[config.mk]
export PLATFORM = sky130hd
export DESIGN_NAME = decimal_bignum_add_multiply
export DESIGN_NICKNAME = d
export VERILOG_FILES = /design/src/rtl/dbam_pkg.sv /design/src/rtl/dbam_front.sv /design/src/rtl/dbam_engine.sv /design/src/rtl/decimal_bignum_add_multiply.sv
export SDC_FILE = /design/constraint.sdc
export NUM_CORES = 1
export LEC_CHECK = 0
export BUFFER_PORTS_ARGS = -buffer_cell sky130_fd_sc_hd__buf_2
export CAP_MARGIN = 20
export CORE_MARGIN = 3
export CORE_UTILIZATION = 55
export CTS_CLUSTER_DIAMETER = 80
export CTS_CLUSTER_SIZE = 25
export DETAILED_ROUTE_END_ITERATION = 16
export PLACE_DENSITY = 0.71
export RECOVER_POWER = 100
export SETUP_SLACK_MARGIN = 0.1
export SLEW_MARGIN = 20
export SYNTH_ARGS = -nofsm -noshare
export SYNTH_HDL_FRONTEND = slang
export SYNTH_SLANG_ARGS = --single-unit
[constraint.sdc]
create_clock -name clk -period 20 [get_ports clk]
set_input_delay 1 -clock clk [delete_from_list [all_inputs] [get_ports clk]]
set_output_delay 1 -clock clk [all_outputs]
set_load 0.01 [all_outputs]
[src/rtl/dbam_pkg.sv]
// ----------------------------------------------------------------------------
// dbam_pkg: shared types and constants for the decimal add/multiply unit
// Item structs, command codes and digit sizes.
// ----------------------------------------------------------------------------
package dbam_pkg;
	localparam int DIGITS_DEF = 32;

	typedef enum logic [1:0] {
		CMD_LOAD = 2'd0,
		CMD_ADD  = 2'd1,
		CMD_MUL  = 2'd2,
		CMD_RSV  = 2'd3
	} cmd_t;

	typedef struct packed {
		logic [1:0] cmd;
		logic [3:0] digit_a;
		logic [3:0] digit_b;
	} in_item_t;

	typedef struct packed {
		logic [3:0] result_digit;
		logic       last_digit;
	} out_item_t;

	// operation handed from the front end to the engine
	typedef struct packed {
		logic is_mul;
	} op_t;
endpackage

[src/rtl/dbam_front.sv]
// ----------------------------------------------------------------------------
// dbam_front: operand loader
// Takes digit pairs into the operand memories and queues an operation when
// a finishing command arrives. Stalls from then until the engine signals done.
// ----------------------------------------------------------------------------
module dbam_front #(
	parameter int DIGITS = dbam_pkg::DIGITS_DEF,
	parameter int AW     = $clog2(DIGITS)
) (
	input  logic              clk,
	input  logic              arst_n,
	input  logic              in_valid,
	output logic              in_stall,
	input  dbam_pkg::in_item_t in_data,
	// operation queue (one slot)
	output logic              op_valid,
	output dbam_pkg::op_t     op,
	input  logic              op_take,
	// operand read ports driven by the engine
	input  logic [AW-1:0]     rd_a_addr,
	input  logic [AW-1:0]     rd_b_addr,
	output logic [3:0]        rd_a,
	output logic [3:0]        rd_b,
	input  logic              done
);
	import dbam_pkg::*;

	localparam int PW = $clog2(DIGITS + 1);

	logic [PW-1:0] pos_q;
	logic [DIGITS-1:0] av_q;  // valid bit per loaded position
	logic [3:0] mem_a [DIGITS];
	logic [3:0] mem_b [DIGITS];
	logic busy_q;
	logic op_valid_q;
	op_t op_q;
	logic acc;
	logic fin;
	logic [3:0] ra_q, rb_q;
	logic rva_q, rvb_q;

	assign in_stall = busy_q;
	assign acc = in_valid && !busy_q;
	assign fin = (in_data.cmd == CMD_ADD) || (in_data.cmd == CMD_MUL);
	assign op_valid = op_valid_q;
	assign op = op_q;

	// load position, valid bits, operation slot
	always_ff @(posedge clk or negedge arst_n) begin
		if (!arst_n) begin
			pos_q <= '0;
			av_q <= '0;
			busy_q <= 1'b0;
			op_valid_q <= 1'b0;
			op_q <= '0;
		end else begin
			if (acc) begin
				if (pos_q < PW'(DIGITS)) begin
					av_q[pos_q[AW-1:0]] <= 1'b1;
					pos_q <= pos_q + 1'b1;
				end
				if (fin) begin
					busy_q <= 1'b1;
					op_valid_q <= 1'b1;
					op_q.is_mul <= (in_data.cmd == CMD_MUL);
				end
			end
			if (op_take) op_valid_q <= 1'b0;
			if (done) begin
				busy_q <= 1'b0;
				pos_q <= '0;
				av_q <= '0;
			end
		end
	end

	// operand memories
	always_ff @(posedge clk) begin
		if (acc && pos_q < PW'(DIGITS)) begin
			mem_a[pos_q[AW-1:0]] <= in_data.digit_a;
			mem_b[pos_q[AW-1:0]] <= in_data.digit_b;
		end
		ra_q <= mem_a[rd_a_addr];
		rb_q <= mem_b[rd_b_addr];
		rva_q <= av_q[rd_a_addr];
		rvb_q <= av_q[rd_b_addr];
	end

	assign rd_a = rva_q ? ra_q : 4'd0;
	assign rd_b = rvb_q ? rb_q : 4'd0;
endmodule

[src/rtl/dbam_engine.sv]
// ----------------------------------------------------------------------------
// dbam_engine: decimal add / schoolbook multiply sequencer
// Walks digits with one digit sum or digit-times-digit product and decimal carry
// per ROW/CALC step, then streams the accumulator out, least significant first.
// ----------------------------------------------------------------------------
module dbam_engine #(
	parameter int DIGITS = dbam_pkg::DIGITS_DEF,
	parameter int AW     = $clog2(DIGITS)
) (
	input  logic               clk,
	input  logic               arst_n,
	input  logic               op_valid,
	input  dbam_pkg::op_t      op,
	output logic               op_take,
	output logic [AW-1:0]      rd_a_addr,
	output logic [AW-1:0]      rd_b_addr,
	input  logic [3:0]         rd_a,
	input  logic [3:0]         rd_b,
	output logic               done,
	output logic               out_valid,
	input  logic               out_stall,
	output dbam_pkg::out_item_t out_data
);
	import dbam_pkg::*;

	typedef enum logic [4:0] {
		ST_IDLE = 5'b00001,
		ST_ROW  = 5'b00010,  // issue reads for digit j of row i
		ST_CALC = 5'b00100,  // read data back, accumulate
		ST_OUT  = 5'b01000,
		ST_DONE = 5'b10000
	} state_t;

	state_t st_q;
	logic is_mul_q;
	logic [AW-1:0] i_q, j_q, o_q;
	logic [6:0] carry_q;
	logic [3:0] acc [DIGITS];
	logic [3:0] acc_rd;
	logic [7:0] prod;
	logic [8:0] t;
	logic [16:0] tq;
	logic [3:0] tdig;
	logic [6:0] tcar;
	logic ov_q;
	out_item_t od_q;
	logic jlast;

	assign op_take = (st_q == ST_IDLE) && op_valid;
	assign done = (st_q == ST_DONE);
	// add: row 0 with B as addend; multiply: A[j-i] times B[i]
	assign rd_a_addr = is_mul_q ? AW'(j_q - i_q) : j_q;
	assign rd_b_addr = is_mul_q ? i_q : j_q;
	assign acc_rd = (is_mul_q && i_q != '0) ? acc[j_q] : 4'd0;
	assign prod = is_mul_q ? {4'd0, rd_a} * {4'd0, rd_b} : {4'd0, rd_a} + {4'd0, rd_b};
	assign t = {5'd0, acc_rd} + {1'b0, prod} + {2'd0, carry_q};
	// divide by ten via reciprocal multiply, exact for every value of the 9-bit t
	assign tq = 17'(t) * 17'd205;
	assign tcar = {1'b0, tq[16:11]};
	assign tdig = 4'(t - 9'(tcar) * 9'd10);
	assign jlast = (j_q == AW'(DIGITS - 1));
	assign out_valid = ov_q;
	assign out_data = od_q;

	always_ff @(posedge clk) begin
		if (st_q == ST_CALC) acc[j_q] <= tdig;
	end

	always_ff @(posedge clk or negedge arst_n) begin
		if (!arst_n) begin
			st_q <= ST_IDLE;
			is_mul_q <= 1'b0;
			i_q <= '0;
			j_q <= '0;
			o_q <= '0;
			carry_q <= '0;
			ov_q <= 1'b0;
			od_q <= '0;
		end else begin
			if (ov_q && !out_stall && st_q != ST_OUT) ov_q <= 1'b0;
			case (st_q)
				ST_IDLE: begin
					if (op_valid) begin
						is_mul_q <= op.is_mul;
						i_q <= '0;
						j_q <= '0;
						carry_q <= '0;
						st_q <= ST_ROW;
					end
				end
				ST_ROW: st_q <= ST_CALC;
				ST_CALC: begin
					if (jlast) begin
						carry_q <= '0;
						if (!is_mul_q || i_q == AW'(DIGITS - 1)) begin
							o_q <= '0;
							st_q <= ST_OUT;
						end else begin
							i_q <= i_q + 1'b1;
							j_q <= i_q + 1'b1;
							st_q <= ST_ROW;
						end
					end else begin
						carry_q <= tcar;
						j_q <= j_q + 1'b1;
						st_q <= ST_ROW;
					end
				end
				ST_OUT: begin
					if (!ov_q || !out_stall) begin
						ov_q <= 1'b1;
						od_q.result_digit <= acc[o_q];
						od_q.last_digit <= (o_q == AW'(DIGITS - 1));
						o_q <= o_q + 1'b1;
						if (o_q == AW'(DIGITS - 1)) st_q <= ST_DONE;
					end
				end
				ST_DONE: st_q <= ST_IDLE;
				default: st_q <= ST_IDLE;
			endcase
		end
	end
endmodule

[src/rtl/decimal_bignum_add_multiply.sv]
// After the finishing item the sequencer computes all digits; results then go
// one per cycle when not stalled. Loads are taken one item per cycle while
// not stalled; the operand loader stalls input from the finishing item until
// the sequencer reaches its done state after issuing the last result digit.
// Reset (arst_n, async low) clears positions, valid bits and the sequencer.
// ----------------------------------------------------------------------------
// decimal_bignum_add_multiply: fixed-width BCD adder and multiplier
// Operand loader feeding a digit-serial add/multiply sequencer.
// ----------------------------------------------------------------------------
module decimal_bignum_add_multiply #(
	parameter int DIGITS = dbam_pkg::DIGITS_DEF
) (
	input  logic                clk,
	input  logic                arst_n,
	input  logic                in_valid,
	output logic                in_stall,
	input  dbam_pkg::in_item_t  in_data,
	output logic                out_valid,
	input  logic                out_stall,
	output dbam_pkg::out_item_t out_data
);
	import dbam_pkg::*;

	localparam int AW = (DIGITS > 1) ? $clog2(DIGITS) : 1;

	logic op_valid, op_take, done;
	op_t op;
	logic [AW-1:0] ra_addr, rb_addr;
	logic [3:0] ra, rb;

	dbam_front #(.DIGITS(DIGITS), .AW(AW)) u_front (
		.clk(clk), .arst_n(arst_n), .in_valid(in_valid), .in_stall(in_stall),
		.in_data(in_data), .op_valid(op_valid), .op(op), .op_take(op_take),
		.rd_a_addr(ra_addr), .rd_b_addr(rb_addr), .rd_a(ra), .rd_b(rb),
		.done(done)
	);

	dbam_engine #(.DIGITS(DIGITS), .AW(AW)) u_engine (
		.clk(clk), .arst_n(arst_n), .op_valid(op_valid), .op(op),
		.op_take(op_take), .rd_a_addr(ra_addr), .rd_b_addr(rb_addr),
		.rd_a(ra), .rd_b(rb), .done(done), .out_valid(out_valid),
		.out_stall(out_stall), .out_data(out_data)
	);
endmodule

==> results of run 1 <==
==> sequential cells by signal, summed over array words and instances, names as in the netlist, 4 cells and up <==
register and flops:
u_engine.acc 128, u_front.mem_a 128, u_front.mem_b 128, u_front.av_q 32, u_engine.carry_q 6, u_front.pos_q 6
u_engine.i_q 5, u_engine.j_q 5, u_engine.o_q 5, u_engine.out_data 5, u_engine.st_q 5, u_front.ra_q 4
u_front.rb_q 4
==> final cells by class <==
type / instances / area [um2]
Fill cell: 3301 / 17220
Sequential cell: 468 / 13590
Multi-Input combinational cell: 1073 / 9246
Clock buffer: 37 / 734.5
Tap cell: 539 / 674.4
Inverter: 88 / 330.3
Timing Repair Buffer: 39 / 187.7
Clock inverter: 11 / 156.4
==> worst max-delay path, delay by kind of cell (launching register included) <==
kind | cells | cell delay (ns)
compound gates | 6 | 1.27
xor+xnor | 5 | 2.62
fa+ha+maj | 9 | 3.13
buf+inv | 6 | 1.52
flops | 1 | 1.12
mux | 1 | 0.66
simple gates | 6 | 1.07
==> path summary, 6_finish.rpt <==
path / from / to / slack (ns)
worst max-delay path: u_engine.j_q[0]$_DFFE_PN0P_ / u_engine.acc[6][3]$_DFFE_PP_ / 8.00
worst min-delay path: arst_n / u_engine.out_data[1]$_DFFE_PN0P_ / 0.36
worst max register to register: u_engine.j_q[0]$_DFFE_PN0P_ / u_engine.acc[6][3]$_DFFE_PP_ / 8.00
worst min register to register: u_front.op_valid$_DFFE_PN0P_ / u_engine.st_q[0]$_DFFE_PN1P_ / 0.47
max in group asynchronous: arst_n / u_engine.j_q[1]$_DFFE_PN0P_ / 15.39
min in group clk: u_front.op_valid$_DFFE_PN0P_ / u_engine.st_q[0]$_DFFE_PN1P_ / 0.47
==> metrics by stage <==
| stage | util (%) | std cells |
|---|---|---|
| 6_report | 59.14 | 2255 |
| 5_1_grt | 59.14 | 2255 |
| 4_1_cts | 59.32 | 2255 |
| 3_5_place_dp | 57.21 | 2207 |
| 3_3_place_gp | 57.18 | 2207 |
| 2_1_floorplan | - | 1719 |
==> placed cells by master, fill, tap and decap left out, drive strengths merged, types with 16 or more instances in the layout <==
| cell type | synthesis | routed |
|---|---|---|
| nand3 | 18 | 18 |
| a22oi | 16 | 16 |
| dfrtp | 73 | 73 |
| clkbuf | 35 | 63 |
| fa | 26 | 26 |
| a211oi | 76 | 76 |
| nor2 | 192 | 192 |
| a21oi | 50 | 50 |
| edfxtp | 384 | 384 |
| o221ai | 26 | 26 |
| ha | 88 | 88 |
| mux2i | 230 | 230 |
| nand2 | 74 | 74 |
| inv | 85 | 90 |
| mux4 | 58 | 58 |
| xnor2 | 19 | 19 |
==> power by group <==
group | switching [mW] | internal (mW) | total (mW)
combinational | 0.663 | 0.373 | 1.04
sequential | 0.0495 | 1.27 | 1.32
clock | 0.331 | 0.283 | 0.614
total | 1.04 | 1.92 | 2.97
==> routing by layer <==
| layer | up-vias | global-route usage [%] | share of wire, % |
|---|---|---|---|
| met3 | 67 | 2.703 | 6.1 |
| met2 | 527 | 40.63 | 50 |
| met4 | 0 | 6.791 | 2.5 |
| li1 | 6534 | - | - |
| met5 | - | 0 | 0 |
| met1 | 7400 | 33.10 | 42 |
==> logic make-up (layout without fill, tap and decap cells) <==
| group | count (synthesis) | after routing | synth area share, % |
|---|---|---|---|
| AO/OA/AOI/OAI | 287 | 287 | 8.862 |
| XOR/XNOR | 32 | 32 | 1.191 |
| adder cells (fa/ha/maj) | 114 | 114 | 6.890 |
| buffers and inverters | 178 | 175 | 3.206 |
| flip-flops | 468 | 468 | 57.72 |
| multiplexers | 298 | 298 | 15.86 |
| AND/OR/NAND/NOR | 342 | 342 | 6.273 |
==> summary.txt, run 1 <==
Num CTS Buffers: 26
GP Congestion: 0.8656
Max Fclk: 83.35 MHz
Worst Setup End Kind: flop
Die Height: 212.9 um
Share of cells above drive strength 1: 7.517%
Final Critical Period: 12.00 ns
Fin area: 24920 um2
Distinct cells, synth: 59
Area grow syn2layout: 5.864%
WP data arrival: 12.03 ns
Core area: 42130 um2
Row cnt: 75
Clock insertion delay at the later pin of the skew report: 0.59 ns
Count of pins over their slew limit: 614
Drc violations: 0
Post-Syn Area: 23540 um2
Fin nets: 1824
RSZ-0062 raised after global routing: no
Crit Path Class: flop to flop
Top Ports: 21
Via count: 14530
Fin crit share: 59.99%
Post-synth EDFFs: 384
Ant. Diodes: 0
Max-cap violations: 15
Vias in the first global route: 14340
Clk slew on worst S/H paths: 0.10 ns
Syn Nets: 1847
Max_slew headroom: -157.2%
Area leader, netlist: edfxtp_1
Post-Route WL: 54170 um
H-tree depth: 1
CP max FO: 32
Max Buffers Root-to-Sink: 3
Critical path startpoint category: flop
GRT Residual Overflow: 0
CTS tree: done
Hold crit path type: input port to async pin
Post-synth top area share: 48.99%
Root buf cell: clkbuf_16
Worst slew pin tran: 3.857 ns
Die Wd: 212.9 um
Post-CTS Hold Buffers: 0
Dpl hpwl: 35710 um
Failing checks: capacitance limit, slew limit
PnR worst setup slack: 8.002 ns
Critical-path top delay cell: xnor2_1
Depth of the most critical reg-to-reg path: 33
Syn Area/Cell: 13.69 um2
YS warnings: 0
Setup TNS: 0 ns
Final setup viols: 0
Router iterations before antenna repair: 5
Count leader, synth: edfxtp_1
Die ar.: 45310 um2
Global Route Usage Sum: 23.95%
Initial antenna violation count: 0
Largest net degree at the start of global routing: 66
First-pass GRT wire length: 83500 um
Most area-consuming cells after synthesis: edfxtp_1 (49%), mux2i_1 (9.7%), dfrtp_1 (7.8%)
Maximum vdd ir drop: 0.1296 mV
Dpl ws: 10.49 ns
Mean routed wirelength per cell: 24.02 um
Syn Inst Count: 1719
Hold Slack: 0.3648 ns
Starting DRT DRC Count: 1694
Initial core utilization: 55.86%
Synth cell count leaders: edfxtp_1 (384), mux2i_1 (229), nor2_1 (192), ha_1 (88), inv_1 (85)
PwrDens: 119.1 nW/um2
Seq cells post-synth: 468
Critical path data required time: 20.03 ns
Design Power: 2.967 mW
Most frequent CP cell: fa_1
Ys flop type: edfxtp_1
Register area share after synthesis: 57.72%
Status: finished with violations
Routed Antenna Nets: 0
Async set-reset flop share out of synthesis: 15.81%
CP max stage delay: 1.79 ns
Leakage: 9.886 nW
Placed Area: 24100 um2
Routed vias/inst: 6.443
Port bufs: 20
Clk_skew: 0.02885 ns
# clock sinks: 468
Post-cts sizing count: 0
Setup Fix Bufs, Post-CTS: 0
Fin. Hold Viols: 0
(Power assumes the default switching activity.)
==> run 2, diff against run 1 <==
clock period = 11.1 ns   (was 20 ns; I/O delays follow)
==> summary.txt, run 2 (synthesis results as in run 1) <==
Status: finished with violations (unchanged)
Failing checks: capacitance limit, slew limit (unchanged)
Fin. Hold Viols: 0 (unchanged)
Setup TNS: 0 ns (unchanged)
Crit Path Class: flop to flop (unchanged)
Fin area: 24900 um2 (was 24920 um2)
Root buf cell: clkbuf_16 (unchanged)
Layout Cells excl Fill: 2258 (was 2255)
Share of cells above drive strength 1: 7.388% (was 7.517%)
Clock insertion delay at the later pin of the skew report: 0.59 ns (about the same)
Worst slew pin tran: 3.913 ns (was 3.857 ns)
Critical path data required time: 11.43 ns (was 20.03 ns)
Design Power: 5.306 mW (was 2.967 mW)
Post-Route WL: 54290 um (was 54170 um)
Routed Antenna Nets: 0 (unchanged)
Die Wd: 212.9 um (unchanged)
Dpl ws: 1.458 ns (was 10.49 ns)
Hold crit path type: input port to flop (was input port to async pin)
First-pass GRT wire length: 84040 um (was 83500 um)
Port bufs: 20 (unchanged)
Post-CTS Hold Buffers: 1 (was 0)
WP data arrival: 10.38 ns (was 12.03 ns)
Critical-path top delay cell: dfrtp_1 (was xnor2_1)
CTS tree: done (unchanged)
Via count: 14490 (was 14530)
Routed vias/inst: 6.418 (was 6.443)
Starting DRT DRC Count: 1513 (was 1694)
Die Height: 212.9 um (unchanged)
Top Ports: 21 (unchanged)
Area grow syn2layout: 5.773% (was 5.864%)
GP Congestion: 0.8793 (was 0.8656)
Placed Instances: 2210 (was 2207)
PnR worst setup slack: 1.054 ns (was 8.002 ns)
Most frequent cells in the layout: edfxtp_1 (384), mux2i_1 (227), nor2_1 (192) (unchanged)
Final setup viols: 0 (unchanged)
# clock sinks: 468 (unchanged)
Core area: 42130 um2 (unchanged)
Fin crit share: 90.51% (was 59.99%)
Vias in the first global route: 14550 (was 14340)
Max-cap violations: 15 (unchanged)
Post-cts sizing count: 0 (unchanged)
Depth of the most critical reg-to-reg path: 33 (unchanged)
Hold Slack: 0.2311 ns (was 0.3648 ns)
Maximum vdd ir drop: 0.1978 mV (was 0.1296 mV)
Row cnt: 75 (unchanged)
Num CTS Buffers: 25 (was 26)
Max Fclk: 99.54 MHz (was 83.35 MHz)
CP max FO: 33 (was 32)
Fin nets: 1828 (was 1824)
Global Route Usage Sum: 24.08% (was 23.95%)
Router iterations before antenna repair: 6 (was 5)
PwrDens: 213.1 nW/um2 (was 119.1 nW/um2)
Placed Area: 24130 um2 (was 24100 um2)
H-tree depth: 1 (unchanged)
RSZ-0062 raised after global routing: no (unchanged)
Die ar.: 45310 um2 (unchanged)
Most frequent CP cell: fa_1 (unchanged)
Layout Utilization: 59.09% (was 59.14%)
Leakage: 9.877 nW (was 9.886 nW)
Critical path startpoint category: flop (unchanged)
Mean routed wirelength per cell: 24.04 um (was 24.02 um)
Initial antenna violation count: 0 (unchanged)
Max_slew headroom: -160.9% (was -157.2%)
Worst hold stages: 3
Largest net degree at the start of global routing: 69 (was 66)
Initial core utilization: 55.86% (unchanged)
Most common cell after layout, fill and taps aside: edfxtp_1 (unchanged)
Setup Fix Bufs, Post-CTS: 0 (unchanged)
Max Buffers Root-to-Sink: 3 (unchanged)
Clk_skew: 0.02598 ns (was 0.02885 ns)
CP max stage delay: 1.39 ns (was 1.79 ns)
Clk slew on worst S/H paths: 0.10 ns (about the same)
Dpl hpwl: 35700 um (was 35710 um)
Count of pins over their slew limit: 580 (was 614)
GRT Residual Overflow: 0 (unchanged)
Worst Setup End Kind: flop (unchanged)
Final Critical Period: 10.05 ns (was 12.00 ns)
Drc violations: 0 (unchanged)
Ant. Diodes: 0 (unchanged)
## run 2: final cells by class
cell class,instances,area (um2)
repair buffers,44,230.2
flip-flops and latches,468,13590
fillers,3282,17240
clock buffers,37,680.7
inverters,88,330.3
multi-input cells,1073,9254
clock inverters,9,138.9
well taps,539,674.4
## run 2: worst paths after layout
| path | startpoint | endpoint | slack, ns |
|---|---|---|---|
| max reg2reg | u_engine.j_q[1]$_DFFE_PN0P_ | u_engine.acc[9][3]$_DFFE_PP_ | 1.05 |
| min in group asynchronous | arst_n | u_engine.o_q[1]$_DFFE_PN0P_ | 0.40 |
| min reg2reg | u_front.op_valid$_DFFE_PN0P_ | u_engine.st_q[0]$_DFFE_PN1P_ | 0.48 |
| max in group asynchronous | arst_n | u_engine.j_q[0]$_DFFE_PN0P_ | 6.46 |
| max | u_engine.j_q[1]$_DFFE_PN0P_ | u_engine.acc[9][3]$_DFFE_PP_ | 1.05 |
| min | in_valid | u_front.in_stall$_DFFE_PN0P_ | 0.23 |
## run 2: power breakdown
| part | switching [mW] | internal [mW] |
|---|---|---|
| clock | 0.580 | 0.471 |
| combinational | 1.20 | 0.685 |
| sequential | 0.0942 | 2.28 |
## run 2: routing by layer
metal	vias to the layer above	part of all wire, %	global-route usage, %
met5	-	0	0
met4	0	2.9	7.181
met3	95	6.1	2.850
met2	572	49	40.16
met1	7299	42	33.66
li1	6526	-	-
## run 2: critical path, delay by kind of cell (launching register included)
kind / cells / cell delay, ns
multiplexers: 1 / 0.48
buffers and inverters: 6 / 0.67
flip-flops: 1 / 1.39
AND/OR/NAND/NOR: 6 / 1.03
AO/OA/AOI/OAI: 6 / 0.96
adder cells (fa/ha/maj): 9 / 3.61
XOR/XNOR: 5 / 1.60
==> run 3, diff against run 2 <==
clock period = 12.3 ns   (was 11.1 ns; I/O delays follow)
==> summary.txt, run 3 (synthesis results as in run 1) <==
Fin nets: 1825 (was 1828)
Reg-to-Reg End: u_engine.acc[27][3]$_DFFE_PP_ (was u_engine.acc[9][3]$_DFFE_PP_)
Design Power: 4.791 mW (was 5.306 mW)
Initial antenna violation count: 1 (was 0)
Cell family with most CP delay: adder cells (unchanged)
Critical R2R Launch: u_engine.j_q[1]$_DFFE_PN0P_ (unchanged)
Largest net degree at the start of global routing: 66 (was 69)
Leakage: 9.871 nW (was 9.877 nW)
Post-Route WL: 53830 um (was 54290 um)
Post-cts sizing count: 0 (unchanged)
CTS tree: done (unchanged)
Max Fclk: 99.57 MHz (was 99.54 MHz)
Most common cell after layout, fill and taps aside: edfxtp_1 (unchanged)
Die Wd: 212.9 um (unchanged)
Max-cap violations: 13 (was 15)
Vias in the first global route: 14260 (was 14550)
Crit path buf inv count: 5 (was 6)
Number of stages on the worst setup path: 32 (was 33)
Worst reg2reg setup slack: 2.26 ns (was 1.05 ns)
Critical path data required time: 12.56 ns (was 11.43 ns)
Clk_skew: 0.02688 ns (was 0.02598 ns)
Root buf cell: clkbuf_16 (unchanged)
Setup TNS: 0 ns (unchanged)
Die Height: 212.9 um (unchanged)
# clock sinks: 468 (unchanged)
RSZ-0062 raised after global routing: no (unchanged)
Starting DRT DRC Count: 1687 (was 1513)
Fin. Hold Viols: 0 (unchanged)
H-tree depth: 1 (unchanged)
Worst hold stages: 3 (unchanged)
Router iterations before antenna repair: 6 (unchanged)
Dpl ws: 2.728 ns (was 1.458 ns)
Clock insertion delay at the later pin of the skew report: 0.59 ns (about the same)
Port bufs: 20 (unchanged)
Depth of the most critical reg-to-reg path: 32 (was 33)
Ant. Diodes: 0 (unchanged)
Clk slew on worst S/H paths: 0.09 ns (was 0.10 ns)
Status: finished with violations (unchanged)
Initial core utilization: 55.86% (unchanged)
Placed Area: 24100 um2 (was 24130 um2)
PnR worst setup slack: 2.257 ns (was 1.054 ns)
GRT Residual Overflow: 0 (unchanged)
Mean routed wirelength per cell: 23.87 um (was 24.04 um)
Num CTS Buffers: 25 (unchanged)
Critical-path top delay cell: dfrtp_1 (unchanged)
Fin crit share: 81.65% (was 90.51%)
CP max stage delay: 1.62 ns (was 1.39 ns)
Area grow syn2layout: 5.720% (was 5.773%)
Share of cells above drive strength 1: 7.459% (was 7.388%)
Worst slew pin tran: 3.904 ns (was 3.913 ns)
Die ar.: 45310 um2 (unchanged)
Dpl hpwl: 35640 um (was 35700 um)
Via count: 14450 (was 14490)
Worst Setup End Kind: flop (unchanged)
Hold Path Origin: in_valid (unchanged)
CP max FO: 41 (was 33)
Critical path startpoint category: flop (unchanged)
Core area: 42130 um2 (unchanged)
Hold crit path type: input port to flop (unchanged)
Top Ports: 21 (unchanged)
GP Congestion: 0.8625 (was 0.8793)
Maximum vdd ir drop: 0.1806 mV (was 0.1978 mV)
Fin area: 24880 um2 (was 24900 um2)
Most frequent CP cell: fa_1 (unchanged)
Failing checks: capacitance limit, slew limit (unchanged)
PwrDens: 192.5 nW/um2 (was 213.1 nW/um2)
Routed vias/inst: 6.408 (was 6.418)
Max Buffers Root-to-Sink: 3 (unchanged)
Max_slew headroom: -160.3% (was -160.9%)
Worst Hold End: u_front.in_stall$_DFFE_PN0P_ (unchanged)
Count of pins over their slew limit: 555 (was 580)
Drc violations: 0 (unchanged)
WP data arrival: 10.30 ns (was 10.38 ns)
Most frequent cells in the layout: edfxtp_1 (384), mux2i_1 (227), nor2_1 (192) (unchanged)
Row cnt: 75 (unchanged)
First-pass GRT wire length: 83400 um (was 84040 um)
Global Route Usage Sum: 23.89% (was 24.08%)
Final setup viols: 0 (unchanged)
Final Critical Period: 10.04 ns (was 10.05 ns)
Routed Antenna Nets: 0 (unchanged)
Crit Path Class: flop to flop (unchanged)
==> run 3: changes by cell type in the layout (fill, tap and decap cells not counted), sizes merged <==
cell      previous run  this run
clkbuf              65        62
bufinv               1         0
clkinv               6         7
clkinvlp             0         1
inv                 90        89
==> run 3: what timing repair did <==
action,CTS,global route
hold endpoints to repair,10,0
buffers inserted,0,0
hold buffers,1,0
==> run 3: metrics by stage <==
stage               cells  hold WS, ns  utilization, %
global placement     2207       0.4520           57.18
finish               2255       0.2906           59.06
detailed placement   2207       0.4553           57.21
CTS                  2254       0.2630           59.18
global route         2255       0.3053           59.06
floorplan            1719       0.3194               -
==> run 3: cell type report <==
type	count	area, um2
fill	3323	17250
sequential	468	13590
multi-input combinational	1073	9265
clock buffer	37	701.9
tap	539	674.4
inverter	88	330.3
timing repair buffer	41	206.4
clock inverter	9	117.6
==> run 3: worst max-delay path by stage <==
stage                                 from                            end  slack [ns]
2_1_floorplan        u_front.rva_q$_DFF_P_   u_engine.acc[0][3]$_DFFE_PP_        3.07
3_3_place_gp   u_engine.j_q[0]$_DFFE_PN0P_   u_engine.acc[0][3]$_DFFE_PP_        2.63
3_5_place_dp   u_engine.j_q[0]$_DFFE_PN0P_   u_engine.acc[3][3]$_DFFE_PP_        2.73
4_1_cts        u_engine.j_q[0]$_DFFE_PN0P_  u_engine.acc[16][3]$_DFFE_PP_        2.66
5_1_grt        u_engine.j_q[1]$_DFFE_PN0P_  u_engine.acc[26][3]$_DFFE_PP_        1.64
6_report       u_engine.j_q[1]$_DFFE_PN0P_  u_engine.acc[27][3]$_DFFE_PP_        2.26
==> run 3: report_power, final <==
group	internal (mW)	leakage (nW)	switching (mW)
clock network	0.417	0.392	0.526
registers	2.05	4.54	0.0792
logic	0.623	4.93	1.09
==> run 3: tightest hold or removal path: stages <==
cell and delay [ns]:
buf_2 0.09, a21oi_1 0.05, nor2_1 0.08
==> run 3: per-layer routing <==
metal	GRT usage [%]	wire length (um)	vias up
li1	-	-	6545
met1	34.06	22690	7301
met2	39.40	26250	515
met3	2.615	3371	89
met4	6.859	1516	0
met5	0	0	-
